`src/rtl/ace_pkg.sv`:
```
// Package for the color equalization core: payload and status types, register
// indexes, state and command codes, fixed-point widths.
// No dependencies; compiled first.
package ace_pkg;

    // Defaults for the top-level size parameters
    localparam int MAX_WIDTH_DEF   = 256;
    localparam int MAX_HEIGHT_DEF  = 256;
    localparam int MAX_SAMPLES_DEF = 256;

    localparam int NCHAN     = 3;
    localparam int DIM_W     = 9;
    localparam int CFG_W     = 24;
    localparam int CFG_IDX_W = 3;
    localparam int SCORE_W   = 32;
    localparam int NUM_W     = 48;
    localparam int DIV_W     = 64;
    localparam int Q_SH      = 16;
    localparam int D2_W      = 20;
    localparam int ROOT_W    = 37;
    localparam int DQ_W      = 19;
    localparam int ROOT_STEPS = 18;
    localparam int ROOT_BIT0  = 34;
    localparam int PROD_W    = 27;
    localparam int T_W       = 7;
    localparam int T2_W      = 14;
    // floor(h/5) as (h*205)>>10, exact for 9-bit h
    localparam int DIV5_MUL  = 205;
    localparam int DIV5_SH   = 10;

    localparam logic signed [SCORE_W-1:0] SCORE_MAX = 32'sh7FFF_FFFF;
    localparam logic signed [SCORE_W-1:0] SCORE_MIN = 32'sh8000_0000;

    localparam logic [CFG_IDX_W-1:0] REG_WIDTH   = 3'd0;
    localparam logic [CFG_IDX_W-1:0] REG_HEIGHT  = 3'd1;
    localparam logic [CFG_IDX_W-1:0] REG_SAMPLES = 3'd2;
    localparam logic [CFG_IDX_W-1:0] REG_SLOPE   = 3'd3;
    localparam logic [CFG_IDX_W-1:0] REG_LIMIT   = 3'd4;

    typedef enum logic [1:0] {
        KIND_LD_SMP  = 2'd0,
        KIND_LD_PIX  = 2'd1,
        KIND_COMPUTE = 2'd2,
        KIND_READ    = 2'd3
    } t_kind;

    typedef struct packed {
        t_kind      kind;
        logic [7:0] coord_x;
        logic [7:0] coord_y;
        logic [7:0] red_in;
        logic [7:0] green_in;
        logic [7:0] blue_in;
    } t_in;

    typedef struct packed {
        logic [7:0] red_out;
        logic [7:0] green_out;
        logic [7:0] blue_out;
        logic       is_done;
    } t_out;

    typedef enum logic [4:0] {
        S_IDLE, S_C_PIX, S_C_PIXW, S_C_SMP, S_C_SMPW, S_C_GEO, S_C_TEST,
        S_C_ROOT, S_C_MUL, S_C_DIVN, S_C_DIVNW, S_C_DIVD, S_C_DIVDW,
        S_C_FDIV, S_C_FDIVW, S_C_FNEXT, S_C_WR, S_C_OUT,
        S_R_DIV, S_R_DIVW, S_R_NEXT, S_R_OUT
    } t_state;

    typedef enum logic [4:0] {
        CMD_NONE, CMD_LD_SMP, CMD_LD_PIX, CMD_CMP_INIT, CMD_RD_INIT,
        CMD_PIX_RD, CMD_PIX_CAP, CMD_SMP_RD, CMD_SMP_CAP, CMD_GEO, CMD_SKIP,
        CMD_ROOT_GO, CMD_MUL, CMD_NUM_GO, CMD_NUM_ACC, CMD_DEN_GO, CMD_DEN_ACC,
        CMD_FIN_GO, CMD_FIN_ACC, CMD_FIN_UPD, CMD_SC_WR,
        CMD_RD_GO, CMD_RD_ACC, CMD_RD_NEXT, CMD_OUT_DONE, CMD_OUT_PIX
    } t_cmd;

    typedef struct packed {
        logic dims_zero;
        logic s_end;
        logic skip;
        logic root_done;
        logic div_done;
        logic c_last;
        logic fin_zero;
        logic rd_zero;
        logic j_last;
        logic i_last;
        logic out_free;
    } t_stat;

endpackage

```
`src/rtl/ace_ctrl.sv`:
```
// Controller state machine: sequences loads, the per-pixel/per-sample
// compute loop and the readout. Depends on ace_pkg.
module ace_ctrl
    import ace_pkg::*;
(
    input  logic  i_clk,
    input  logic  i_rst_n,
    input  logic  i_in_valid,
    input  t_kind i_kind,
    input  t_stat i_stat,
    output t_cmd  o_cmd,
    output logic  o_in_stall
);

    t_state r_state, n_state;

    always_ff @(posedge i_clk) begin
        if (!i_rst_n) begin
            r_state <= S_IDLE;
        end else begin
            r_state <= n_state;
        end
    end

    // next state
    always_comb begin
        n_state = r_state;
        case (r_state)
            S_IDLE: begin
                if (i_in_valid) begin
                    case (i_kind)
                        KIND_COMPUTE: n_state = i_stat.dims_zero ? S_C_OUT : S_C_PIX;
                        KIND_READ:    n_state = S_R_DIV;
                        default:      n_state = S_IDLE;
                    endcase
                end
            end
            S_C_PIX:   n_state = S_C_PIXW;
            S_C_PIXW:  n_state = S_C_SMP;
            S_C_SMP:   n_state = i_stat.s_end ? S_C_FDIV : S_C_SMPW;
            S_C_SMPW:  n_state = S_C_GEO;
            S_C_GEO:   n_state = S_C_TEST;
            S_C_TEST:  n_state = i_stat.skip ? S_C_SMP : S_C_ROOT;
            S_C_ROOT:  if (i_stat.root_done) n_state = S_C_MUL;
            S_C_MUL:   n_state = S_C_DIVN;
            S_C_DIVN:  n_state = S_C_DIVNW;
            S_C_DIVNW: if (i_stat.div_done) n_state = i_stat.c_last ? S_C_DIVD : S_C_MUL;
            S_C_DIVD:  n_state = S_C_DIVDW;
            S_C_DIVDW: if (i_stat.div_done) n_state = S_C_SMP;
            S_C_FDIV:  n_state = i_stat.fin_zero ? S_C_FNEXT : S_C_FDIVW;
            S_C_FDIVW: if (i_stat.div_done) n_state = S_C_FNEXT;
            S_C_FNEXT: n_state = i_stat.c_last ? S_C_WR : S_C_FDIV;
            S_C_WR:    n_state = (i_stat.j_last && i_stat.i_last) ? S_C_OUT : S_C_PIX;
            S_C_OUT:   if (i_stat.out_free) n_state = S_IDLE;
            S_R_DIV:   n_state = i_stat.rd_zero ? S_R_NEXT : S_R_DIVW;
            S_R_DIVW:  if (i_stat.div_done) n_state = S_R_NEXT;
            S_R_NEXT:  n_state = i_stat.c_last ? S_R_OUT : S_R_DIV;
            S_R_OUT:   if (i_stat.out_free) n_state = S_IDLE;
            default:   n_state = S_IDLE;
        endcase
    end

    // commands
    always_comb begin
        o_cmd = CMD_NONE;
        case (r_state)
            S_IDLE: begin
                if (i_in_valid) begin
                    case (i_kind)
                        KIND_LD_SMP:  o_cmd = CMD_LD_SMP;
                        KIND_LD_PIX:  o_cmd = CMD_LD_PIX;
                        KIND_COMPUTE: o_cmd = CMD_CMP_INIT;
                        KIND_READ:    o_cmd = CMD_RD_INIT;
                        default:      o_cmd = CMD_NONE;
                    endcase
                end
            end
            S_C_PIX:   o_cmd = CMD_PIX_RD;
            S_C_PIXW:  o_cmd = CMD_PIX_CAP;
            S_C_SMP:   o_cmd = i_stat.s_end ? CMD_NONE : CMD_SMP_RD;
            S_C_SMPW:  o_cmd = CMD_SMP_CAP;
            S_C_GEO:   o_cmd = CMD_GEO;
            S_C_TEST:  o_cmd = i_stat.skip ? CMD_SKIP : CMD_ROOT_GO;
            S_C_MUL:   o_cmd = CMD_MUL;
            S_C_DIVN:  o_cmd = CMD_NUM_GO;
            S_C_DIVNW: if (i_stat.div_done) o_cmd = CMD_NUM_ACC;
            S_C_DIVD:  o_cmd = CMD_DEN_GO;
            S_C_DIVDW: if (i_stat.div_done) o_cmd = CMD_DEN_ACC;
            S_C_FDIV:  o_cmd = CMD_FIN_GO;
            S_C_FDIVW: if (i_stat.div_done) o_cmd = CMD_FIN_ACC;
            S_C_FNEXT: o_cmd = CMD_FIN_UPD;
            S_C_WR:    o_cmd = CMD_SC_WR;
            S_C_OUT:   o_cmd = CMD_OUT_DONE;
            S_R_DIV:   o_cmd = CMD_RD_GO;
            S_R_DIVW:  if (i_stat.div_done) o_cmd = CMD_RD_ACC;
            S_R_NEXT:  o_cmd = CMD_RD_NEXT;
            S_R_OUT:   o_cmd = CMD_OUT_PIX;
            default:   o_cmd = CMD_NONE;
        endcase
    end

    assign o_in_stall = (r_state != S_IDLE);

endmodule

```
`config.mk`:
```
export PLATFORM = sky130hd
export DESIGN_NAME = ace_ctrl
export DESIGN_NICKNAME = d
export VERILOG_FILES = /design/src/rtl/ace_pkg.sv /design/src/rtl/ace_ctrl.sv
export SDC_FILE = /design/constraint.sdc
export NUM_CORES = 1
export LEC_CHECK = 0
export ABC_CLOCK_PERIOD_IN_PS = 1600
export BUFFER_PORTS_ARGS = -buffer_cell sky130_fd_sc_hd__buf_2
export CAP_MARGIN = 10
export CORE_UTILIZATION = 40
export DETAILED_ROUTE_END_ITERATION = 8
export PLACE_DENSITY = 0.69
export SLEW_MARGIN = 20
export SYNTH_ARGS = -nofsm -noshare
export SYNTH_HDL_FRONTEND = slang
export SYNTH_SLANG_ARGS = --single-unit
export TNS_END_PERCENT = 30
```
`constraint.sdc`:
```
create_clock -name i_clk -period 1.6 [get_ports i_clk]
set_clock_uncertainty 0.1 [all_clocks]
set_input_delay 0 -clock i_clk [delete_from_list [all_inputs] [get_ports i_clk]]
set_output_delay 0 -clock i_clk [all_outputs]
set_load 0.05 [all_outputs]
```
; Yosys cells after proc, flatten, opt, wreduce, memory -nomap -nowiden
; Cells that the tools add are included.
[word_totals]
output_inout_bits = 6
elab_cells = 65
reg_bits = 5
in_bits = 16
[op_classes]
mux = 27
reduce_logical = 6
n_eq_ne = 31
[ops]
columns = cell, n
row1 = case mux 5 bit (21 select lines), 2
row2 = two-way mux 5 bit, 14
row3 = "equality test 5 x 4 -> 1 bit, second input constant", 8
row4 = "equality test 5 bit, second input constant", 6
row5 = "equality test 5 x 3 -> 1 bit, second input constant", 4
row6 = case mux 5 bit (4 select lines), 1
row7 = two-way mux 3 bit, 4
row8 = "!= test 2 bit, second input constant", 6
row9 = "equality test 5 x 2 -> 1 bit, second input constant", 2
row10 = case mux 5 bit (2 select lines), 1
row11 = two-way mux 4 bit, 2
row12 = AND reduction 7 bit, 1
row13 = "equality test 5 x 1 -> 1 bit, second input constant", 1
row14 = logical NOT 5 bit, 1
row15 = nonzero test 5 bit, 1
row16 = "equality test 2 bit, second input constant", 2
row17 = "equality test 2 x 1 -> 1 bit, second input constant", 1
row18 = logical NOT 2 bit, 1
row19 = two-way mux 1 bit, 2
row20 = two-way mux 2 bit, 1
row21 = "!= test 2 x 1 -> 1 bit, second input constant", 1
row22 = OR reduction 2 bit, 1
row23 = logical AND 1 bit, 1

; Logic depth before layout (Yosys ltp)
; Gate-level depths: netlist (run 1).
[logic_depth]
depth_word = 4
depth_mapped = 8
ltp_nobuf = 7

; Worst setup path before layout (run 1)
; Ideal clock, no wire load.
[synth_timing]
kind = reg-to-output
startpoint = register r_state[0]
endpoint = output o_cmd[3]
required_ns = 1.500
t_arrival_ns = 2.153
slack_ns = -0.653
path_stages_with_launch = 6
n_path_buf = 3
path_cell_list = dfxtp_1 buf_2 buf_2 buf_2 nor3b_1 o32ai_1
[synth_between]
elab_chain_len = 2
elab_cells_between_ends = 22
cone_classes = 20 x eq/ne / 1 x mux / 1 x reduce/logical
[synth_lines]
columns = item, line_no
row1 = "start, declared", ace_ctrl.sv:15  ; t_state r_state, n_state;
row2 = "start signal, assigned", ace_ctrl.sv:21  ; r_state <= n_state;
row3 = equality test 5 bit (tied with other cells), ace_ctrl.sv:66  ; case (r_state)
row4 = case mux 5 bit (21 select lines) *, ace_ctrl.sv:66
row5 = "end, declared", ace_ctrl.sv:11  ; output t_cmd o_cmd,
; Mark *: on every way between the ends. The rest lies on a longest branch, timed or not.

; Final worst setup path (run 1)
[layout_timing]
startpoint = register r_state[4]
endpoint = output o_cmd[2]
; The elaborated chain is that of the path after synthesis.

==> flow_metrics.env, run 1 <==
export IMPL_status="finished, violations left"
export IMPL_violations="negative setup slack"
export IMPL_rows=17
export IMPL_die_w_um=50.31
export IMPL_slowest_stage="dfxtp_4"
export IMPL_fin_crit_ns=1.785
export IMPL_p_leak_nw=0.6749
export IMPL_cp_arrival_ns=1.68
export IMPL_p_switching_mw=1.538
export IMPL_crit_path_start_kind="register"
export IMPL_pre_cts_ws_ns=-0.1833
export IMPL_seq_area_um2=118.9
export IMPL_grt_max_degree=11
export IMPL_clkPwrFrac_pct=5.2
export IMPL_portBuffers=21
export IMPL_cts_max_level=1
export IMPL_clockBufferDepth=2
export IMPL_die_area_um2=2531
export IMPL_endpoint_kind="output port"
export IMPL_yosysTopAreaCellShare_pct=10.72
export IMPL_ant_nets=0
export IMPL_clock_sinks=5
export IMPL_setup_ws_ns=-0.1847
export IMPL_crit_chain="nand2b_4 -> buf_6 -> mux2_1 -> nor2_1 -> a311o_1 -> buf_6"
export IMPL_grt_overflow_total=0
export IMPL_synth_main_ff_cell="dfxtp_1"
export IMPL_yosys_warnings=0
export IMPL_sw_frac_of_total_pct=51.35
export IMPL_top_register="r_state"
export IMPL_antenna_found_initial=0
export IMPL_drive_gt1_share_pct=52.06
export IMPL_cts_clk_slew_worst_paths_ns=0.05
export IMPL_die_height_um=50.31
export IMPL_critical_path_top_delay_family="flip-flops"
export IMPL_fin_util_pct=71.78
export IMPL_dp_hpwl_um=2576
export IMPL_post_synth_main_area_contributors="dfxtp_1 (11%), nor2_1 (6.4%), ha_1 (5.4%)"
export IMPL_crit_required_ns=1.50
export IMPL_synth_async_reset_ratio_pct=0
export IMPL_dr_pass1_iters=4
export IMPL_wl_per_cell_um=18.04
export IMPL_ioPinCount=22
export IMPL_worstHoldStart="i_stat[10]"
export IMPL_reg_largest_list="r_state: 5 flops"
export IMPL_initial_core_util_pct=42.19
export IMPL_peakVddDrop_uv=1566
export IMPL_multiInputGateArea_um2=854.6
export IMPL_ys_ff_latch=5
export IMPL_post_route_period_util_pct=111.5
export IMPL_final_common_cell="buf_4"
export IMPL_core_um2=2212
export IMPL_final_fill_count=163
export IMPL_clockRootBuffer="clkbuf_4"
export IMPL_grt_pass1_wl_um=5802
export IMPL_initialDrtViolationCount=51
export IMPL_worstHoldPathType="in2reg"
export IMPL_yosysUniqueCellTypes=47
export IMPL_cp_max_fo=9
export IMPL_synth_area_um2=933.4
export IMPL_rr_worst_depth=6
export IMPL_routed_wirelength_um=4004
export IMPL_largest_reg_flops=5
export IMPL_most_common_layout_cells="buf_4 (38), buf_2 (16), nor2_1 (13), buf_6 (13)"
export IMPL_cts_buffers_inserted=3
export IMPL_vias=1333
export IMPL_rrSetupSlack_ns=-0.12
export IMPL_synth_top_area_cell="dfxtp_1"
export IMPL_synth_edf_count=0
export IMPL_p_int_mw=1.457
export IMPL_syn_to_final_growth_pct=70.11
export IMPL_clkLatencyLatePin_ns=0.25
export IMPL_cts_tree="yes"
export IMPL_track_usage_pct=29.54
export IMPL_path_class="reg2out"
export IMPL_syn_avg_cell_area_um2=6.914
export IMPL_endpoint="o_cmd[2]"
export IMPL_startpoint="r_state[4]"
export IMPL_max_freq_mhz=560.3
export IMPL_cpMostUsedCell="buf_6"
export IMPL_grt_pass1_vias=1247
export IMPL_synth_cells=135
export IMPL_seq_area_frac_synth_pct=10.72
export IMPL_rsz0062_at_grt="true"
export IMPL_vias_per_cell=6.005
export IMPL_cp_num_buf_inv=2
export IMPL_path_depth=6
export IMPL_n_antenna_cell=0
export IMPL_tightestPinTransition_ns=0.4263
export IMPL_seq_power_share_pct=10.2
export IMPL_drc_errors=0
export IMPL_routabilityCongestion=0.9133
export IMPL_slew_headroom_pct=70.84
export IMPL_slowest_delay_ns=0.44
export IMPL_final_nets=215
export IMPL_syn_nets=155
export IMPL_worstReg2RegEnd="r_state[0]"
export IMPL_r2r_start="r_state[1]"
export IMPL_p_per_area_nw_per_um2=1887
export IMPL_combPwrFrac_pct=84.6
export IMPL_slew_violations=0
export IMPL_finalSetupViolations=8
export IMPL_cap_violations=0
export IMPL_hold_viol=0
==> tightest hold or removal path: cells and delay by family <==
| family | cells | cell delay (ns) |
|---|---|---|
| compound gates | 3 | 0.40 |
| buf+inv | 1 | 0.08 |
==> power groups by stage <==
stage	Sequential, mW	Combinational, mW	Clock [mW]
after floorplan	0.201	1.46	0
after global placement	0.270	2.04	0
after detailed placement	0.280	2.07	0
after CTS	0.298	2.26	0.158
after global routing	0.310	2.66	0.168
final	0.305	2.54	0.155
==> synth_stat cells (all sizes together), types with 4 or more instances <==
cell / number
buf: 11
nand2: 9
nor2b: 5
inv: 6
nor2: 18
ha: 4
a21oi: 9
dfxtp: 5
nand3b: 5
nand2b: 7
o211ai: 4
o21ai: 10
==> area by class of cell <==
type	count	area share (%)
Multi-Input combinational cell	110	53.82
Timing Repair Buffer	68	32.86
Sequential cell	5	7.486
Tap cell	28	2.206
Inverter	7	1.970
Clock buffer	4	1.655
==> repair_timing <==
action                     CTS  global route
setup buffers                1             6
hold buffers                 1             0
gates resized for setup     28            24
hold endpoints to repair     4             0
pin swaps                    3            10
setup endpoints to repair   10            10
==> cells by family (layout without fill, tap and decap cells) <==
logic type	count (synthesis)	count (layout)	share of synthesized area, %
AO/OA/AOI/OAI	50	50	39.41
adder cells (fa/ha/maj)	4	4	5.362
buffers and inverters	20	79	11.39
flip-flops	5	5	10.72
multiplexers	1	1	1.206
AND/OR/NAND/NOR	55	55	31.91
==> metal layers <==
metal	global-route usage, %	routed length (um)	up-vias	part of all wire [%]
met5	0	0	-	0
met4	9.722	57	0	1.4
met3	3.939	302	8	7.5
met2	50.67	2031	69	51
met1	37.61	1613	634	40
li1	-	-	622	-
==> per-stage QoR <==
step,total power [mW],TNS (ns),hold WS [ns],area [um2],cells
6_report,2.995,-0.7642,0.1659,1588,222
4_1_cts,2.720,-0.4713,0.1438,1468,216
2_1_floorplan,1.660,-0.4397,0.02380,991.0,135
3_5_place_dp,2.353,-0.9426,0.2014,1338,210
3_3_place_gp,2.310,-0.5952,0.1918,1338,210
5_1_grt,3.133,-1.240,0.2024,1588,222
==> worst min path at each step <==
stage            endpoint  slack, ns  cells past startpoint
2_1_floorplan  r_state[4]       0.02                      1
3_3_place_gp   r_state[4]       0.19                      2
3_5_place_dp   r_state[4]       0.20                      2
4_1_cts        r_state[4]       0.14                      4
5_1_grt        r_state[4]       0.20                      4
6_report       r_state[4]       0.17                      4
No activity file was read; power rests on OpenSTA's default activity.
==> run 2: changes to the inputs <==
--- a/config.mk
+++ b/config.mk
@@ -5,6 +5,7 @@
 export SDC_FILE = /design/constraint.sdc
 export NUM_CORES = 1
 export LEC_CHECK = 0
+export ABC_AREA = 1
 export ABC_CLOCK_PERIOD_IN_PS = 1600
 export BUFFER_PORTS_ARGS = -buffer_cell sky130_fd_sc_hd__buf_2
 export CAP_MARGIN = 10
==> flow_metrics.env, run 2 <==
export IMPL_status="finished, violations left"
export IMPL_violations="negative setup slack"
export IMPL_grt_overflow_total=0
export IMPL_drive_gt1_share_pct=45.37
export IMPL_grt_pass1_vias=1175
export IMPL_die_height_um=50.37
export IMPL_crit_path_start_kind="register"
export IMPL_clock_sinks=5
export IMPL_top_register="r_state"
export IMPL_ioPinCount=22
export IMPL_clockRootBuffer="clkbuf_4"
export IMPL_rows=17
export IMPL_post_route_period_util_pct=105.5
export IMPL_yosys_warnings=0
export IMPL_peakVddDrop_uv=970.4
export IMPL_final_fill_count=185
export IMPL_slowest_stage="dfxtp_4"
export IMPL_syn_to_final_growth_pct=55.88
export IMPL_largest_reg_flops=5
export IMPL_cts_max_level=1
export IMPL_clkLatencyLatePin_ns=0.24
export IMPL_synth_async_reset_ratio_pct=0
export IMPL_n_antenna_cell=0
export IMPL_synth_top_area_cell="nand2_1"
export IMPL_cp_num_buf_inv=2
export IMPL_final_common_cell="nand2_1"
export IMPL_vias=1377
export IMPL_synth_edf_count=0
export IMPL_die_w_um=50.37
export IMPL_wl_per_cell_um=14.42
export IMPL_setup_tns_ns=-0.2377
export IMPL_cp_arrival_ns=1.59
export IMPL_ys_ff_latch=5
export IMPL_slew_violations=0
export IMPL_ant_nets=0
export IMPL_clockBufferDepth=2
export IMPL_crit_required_ns=1.50
export IMPL_critical_path_top_delay_family="simple AND/OR/NAND/NOR gates"
export IMPL_p_per_area_nw_per_um2=1357
export IMPL_yosysTopAreaCellShare_pct=20.45
export IMPL_reg_largest_list="r_state: 5 flops"
export IMPL_crit_chain="nor2_4 -> inv_2 -> nor3_1 -> nor3_2 -> nand3_1 -> buf_6"
export IMPL_cap_violations=0
export IMPL_dp_hpwl_um=2377
export IMPL_tightestPinTransition_ns=0.3866
export IMPL_post_synth_main_area_contributors="nand2_1 (20%), nand3_1 (12%), dfxtp_1 (11%)"
export IMPL_synth_common_cells="nand2_1 (51), nor2_1 (24), nand3_1 (22)"
export IMPL_worstHoldPathType="in2reg"
export IMPL_setup_ws_ns=-0.08781
export IMPL_finalSetupViolations=4
export IMPL_hold_viol=0
export IMPL_cp_max_fo=6
export IMPL_path_class="reg2out"
export IMPL_p_leak_nw=0.7533
export IMPL_synth_most_common_cell="nand2_1"
export IMPL_synth_cells=174
export IMPL_slew_headroom_pct=74.03
export IMPL_cts_tree="yes"
export IMPL_drc_errors=0
export IMPL_synth_area_um2=935.9
export IMPL_vias_per_cell=5.643
export IMPL_syn_avg_cell_area_um2=5.379
export IMPL_yosysUniqueCellTypes=26
export IMPL_grt_pass1_wl_um=5195
export IMPL_initial_core_util_pct=42.31
export IMPL_fin_util_pct=65.95
export IMPL_synth_main_ff_cell="dfxtp_1"
export IMPL_final_nets=237
export IMPL_grt_max_degree=12
export IMPL_dr_pass1_iters=5
export IMPL_antenna_found_initial=0
export IMPL_slowest_delay_ns=0.37
export IMPL_portBuffers=21
export IMPL_rsz0062_at_grt="true"
export IMPL_most_common_layout_cells="nand2_1 (38), nand3_1 (21), buf_4 (19), nor2_1 (17), buf_2 (16)"
export IMPL_fin_crit_ns=1.688
export IMPL_routed_wirelength_um=3519
export IMPL_core_um2=2212
export IMPL_cts_buffers_inserted=3
export IMPL_routabilityCongestion=1.021
export IMPL_syn_nets=194
export IMPL_endpoint_kind="output port"
export IMPL_seq_area_frac_synth_pct=10.70
export IMPL_die_area_um2=2537
export IMPL_max_freq_mhz=592.5
export IMPL_track_usage_pct=26.81
export IMPL_initialDrtViolationCount=68
export IMPL_cts_clk_slew_worst_paths_ns=0.04
## run 2: cell count changes in the layout (fill, tap and decap cells not counted), sizes merged, moves of 4 or more
| cell | delta |
|---|---|
| buf | -25 |
| inv | +15 |
| nand2 | +45 |
| nand2b | -7 |
| nand3 | +22 |
| nand4 | +7 |
| nor2 | +11 |
| nor2b | -5 |
| nor3 | +4 |
| o21ai | -8 |
## run 2: final timing paths
kind         startpoint          to  slack (ns)  cells after the start
min reg2reg  r_state[2]  r_state[2]        0.44                      2
max          r_state[2]    o_cmd[4]       -0.09                      6
min           i_stat[7]  r_state[1]        0.14                      6
max reg2reg  r_state[2]  r_state[4]           0                      8
## run 2: what timing repair did
action,in CTS,in global routing
endpoints found under the hold margin,5,0
buffers inserted,7,3
pin swaps,7,9
gates resized for setup,50,21
setup endpoints to repair,10,9
hold buffers,1,0
## run 2: stage by stage
stage,hold slack [ns],total power [mW],setup WS (ns),instance area (um2),instances
2_1_floorplan,0.08386,1.076,-0.01350,942.2,174
3_3_place_gp,0.1865,1.351,-0.1312,1122,229
3_5_place_dp,0.1912,1.354,-0.08358,1122,229
4_1_cts,0.1232,1.767,-0.004108,1358,241
5_1_grt,0.1665,2.077,-0.1451,1459,244
6_report,0.1432,1.980,-0.08781,1459,244
## run 2: cells by family after synthesis
family / after synthesis / share of synthesized area [%]
buf+inv: 26 / 12.97
compound gates: 17 / 11.23
flops: 5 / 10.70
fa+ha+maj: 4 / 5.348
simple gates: 122 / 59.76
## run 2: final cells by class
cell class	instances	area (um2)	share of cell area, %
Sequential cell	5	116.4	7.976
Tap cell	28	35.03	2.401
Timing Repair Buffer	43	311.5	21.36
Clock buffer	4	26.28	1.801
Inverter	21	88.84	6.089
Multi-Input combinational cell	143	880.8	60.38
## run 2: power by group
part / total, mW / internal [mW] / leakage [nW] / switching (mW)
clock network: 0.143 / 0.0941 / 0.0150 / 0.0492
logic: 1.60 / 0.588 / 0.694 / 1.01
registers: 0.241 / 0.165 / 0.0442 / 0.0764
total: 1.98 / 0.847 / 0.753 / 1.13
## run 2: worst min-delay path: stages
cell and delay (ns):
buf_2 0.07, inv_1 0.04, nand2_2 0.09, nand3b_4 0.11, nand2_1 0.07, a21oi_1 0.05
## run 2: per-layer routing
layer	vias up	share of wire (%)	GRT usage, %
met3	20	11	5.455
met2	97	47	44.22
met4	0	4.5	11.11
met1	600	38	33.58
met5	-	0	0
li1	660	-	-
==> run 3: changes to the inputs <==
--- a/config.mk
+++ b/config.mk
@@ -9,6 +9,7 @@
 export ABC_CLOCK_PERIOD_IN_PS = 1600
 export BUFFER_PORTS_ARGS = -buffer_cell sky130_fd_sc_hd__buf_2
 export CAP_MARGIN = 10
+export CORE_ASPECT_RATIO = 0.9
 export CORE_UTILIZATION = 40
 export DETAILED_ROUTE_END_ITERATION = 8
 export PLACE_DENSITY = 0.69
==> flow_metrics.env, run 3 (synthesized netlist as in run 2, its figures left out) <==
export IMPL_largest_reg_flops=5
export IMPL_seq_area_um2=118.9
export IMPL_grt_overflow_total=0
export IMPL_die_height_um=47.89
export IMPL_cts_max_level=1
export IMPL_track_usage_pct=29.89
export IMPL_dr_pass1_iters=5
export IMPL_fin_crit_ns=1.707
export IMPL_hold_viol=0
export IMPL_finalSetupViolations=7
export IMPL_cap_violations=0
export IMPL_final_nets=240
export IMPL_n_antenna_cell=0
export IMPL_routed_wirelength_um=3805
export IMPL_dp_cells=232
export IMPL_worstHoldPathType="in2reg"
export IMPL_fin_area_um2=1485
export IMPL_vias=1448
export IMPL_p_per_area_nw_per_um2=1316
export IMPL_p_leak_nw=0.7609
export IMPL_post_route_period_util_pct=106.7
export IMPL_dp_hpwl_um=2468
export IMPL_r2r_start="r_state[1]"
export IMPL_p_total_mw=1.955
export IMPL_clockRootBuffer="clkbuf_4"
export IMPL_slew_headroom_pct=77.54
export IMPL_grt_max_degree=12
export IMPL_pre_cts_ws_ns=0.0007850
export IMPL_worstHoldStart="i_stat[9]"
export IMPL_rows=16
export IMPL_top_register="r_state"
export IMPL_violations="negative setup slack"
export IMPL_cts_tree="yes"
export IMPL_initialDrtViolationCount=96
export IMPL_drc_errors=0
export IMPL_crit_path_start_kind="register"
export IMPL_reg_largest_list="r_state: 5 flops"
export IMPL_peakVddDrop_uv=1100
export IMPL_routabilityCongestion=0.9971
export IMPL_slew_violations=0
export IMPL_multiInputGateArea_um2=880.8
export IMPL_cts_buffers_inserted=3
export IMPL_syn_to_final_growth_pct=58.69
export IMPL_die_area_um2=2537
export IMPL_clkLatencyLatePin_ns=0.24
export IMPL_wl_per_cell_um=15.47
export IMPL_core_um2=2202
export IMPL_status="finished, violations left"
export IMPL_setup_ws_ns=-0.1068
export IMPL_whs_ns=0.1463
export IMPL_path_class="reg2out"
export IMPL_portBuffers=21
export IMPL_vias_per_cell=5.886
export IMPL_clock_sinks=5
export IMPL_final_common_cell="nand2_1"
export IMPL_endpoint_kind="output port"
export IMPL_crit_required_ns=1.50
export IMPL_rsz0062_at_grt="true"
export IMPL_grt_pass1_vias=1298
export IMPL_cp_max_fo=6
export IMPL_initial_core_util_pct=42.50
export IMPL_setup_tns_ns=-0.4898
export IMPL_cp_arrival_ns=1.61
export IMPL_placed_area_um2=1151
export IMPL_drive_gt1_share_pct=48.40
export IMPL_max_freq_mhz=585.9
export IMPL_clockBufferDepth=2
export IMPL_tightestPinTransition_ns=0.3343
export IMPL_ant_nets=0
export IMPL_final_fill_count=171
export IMPL_fin_util_pct=67.44
export IMPL_ioPinCount=22
export IMPL_cts_clk_slew_worst_paths_ns=0.04
export IMPL_startpoint="r_state[2]"
export IMPL_most_common_layout_cells="nand2_1 (39), buf_4 (22), nand3_1 (20), nor2_1 (16), buf_2 (16)"
export IMPL_grt_pass1_wl_um=5526
export IMPL_antenna_found_initial=0
export IMPL_die_w_um=52.99
export IMPL_stdcell_count=246
==> run 3: cell count changes in the layout (fill, tap and decap cells not counted), moves of 2 or more <==
cell and delta:
buf_4 +3, nand2_4 -3, nor2_2 +3, a21oi_1 -2, a21oi_2 +2, nand2_2 +2, nor2_4 -2, nor3_2 +2
==> run 3: power breakdown <==
part | internal, mW | switching (mW)
combinational | 0.561 | 1.01
sequential | 0.166 | 0.0721
clock | 0.0944 | 0.0536
==> run 3: cell type report <==
class	instances	area share, %
clock buffers	4	1.769
inverters	21	6.150
multi-input cells	143	59.31
flip-flops and latches	5	8.003
well taps	27	2.275
repair buffers	46	22.49
==> run 3: repair_timing <==
| item | 4_1_cts | 5_1_grt |
|---|---|---|
| endpoints found under the hold margin | 5 | 0 |
| setup buffers | 8 | 1 |
| pin swaps | 4 | 10 |
| resized for setup | 46 | 26 |
| setup endpoints to repair | 7 | 10 |
| gates cloned | 0 | 0 |
| hold buffers | 1 | 0 |
==> run 3: final timing paths <==
kind              slack [ns]         end  cells past startpoint
setup reg to reg       -0.03  r_state[2]                     10
hold reg to reg         0.45  r_state[1]                      2
setup / recovery       -0.11    o_cmd[1]                      6
hold / removal          0.15  r_state[3]                      5
==> run 3: critical path: stages, from the launching register on <==
cell	delay, ns
dfxtp_4	0.37
nor2_4	0.22
buf_6	0.14
nand4_1	0.15
and3_1	0.21
nand4_1	0.10
buf_6	0.16
==> run 3: metal layers <==
metal | up-vias | GRT usage, % | share of wire [%]
li1 | 665 | - | -
met1 | 658 | 36.58 | 41
met2 | 107 | 51.65 | 46
met3 | 18 | 6.032 | 10
met4 | 0 | 12.63 | 2.5
met5 | - | 0 | 0
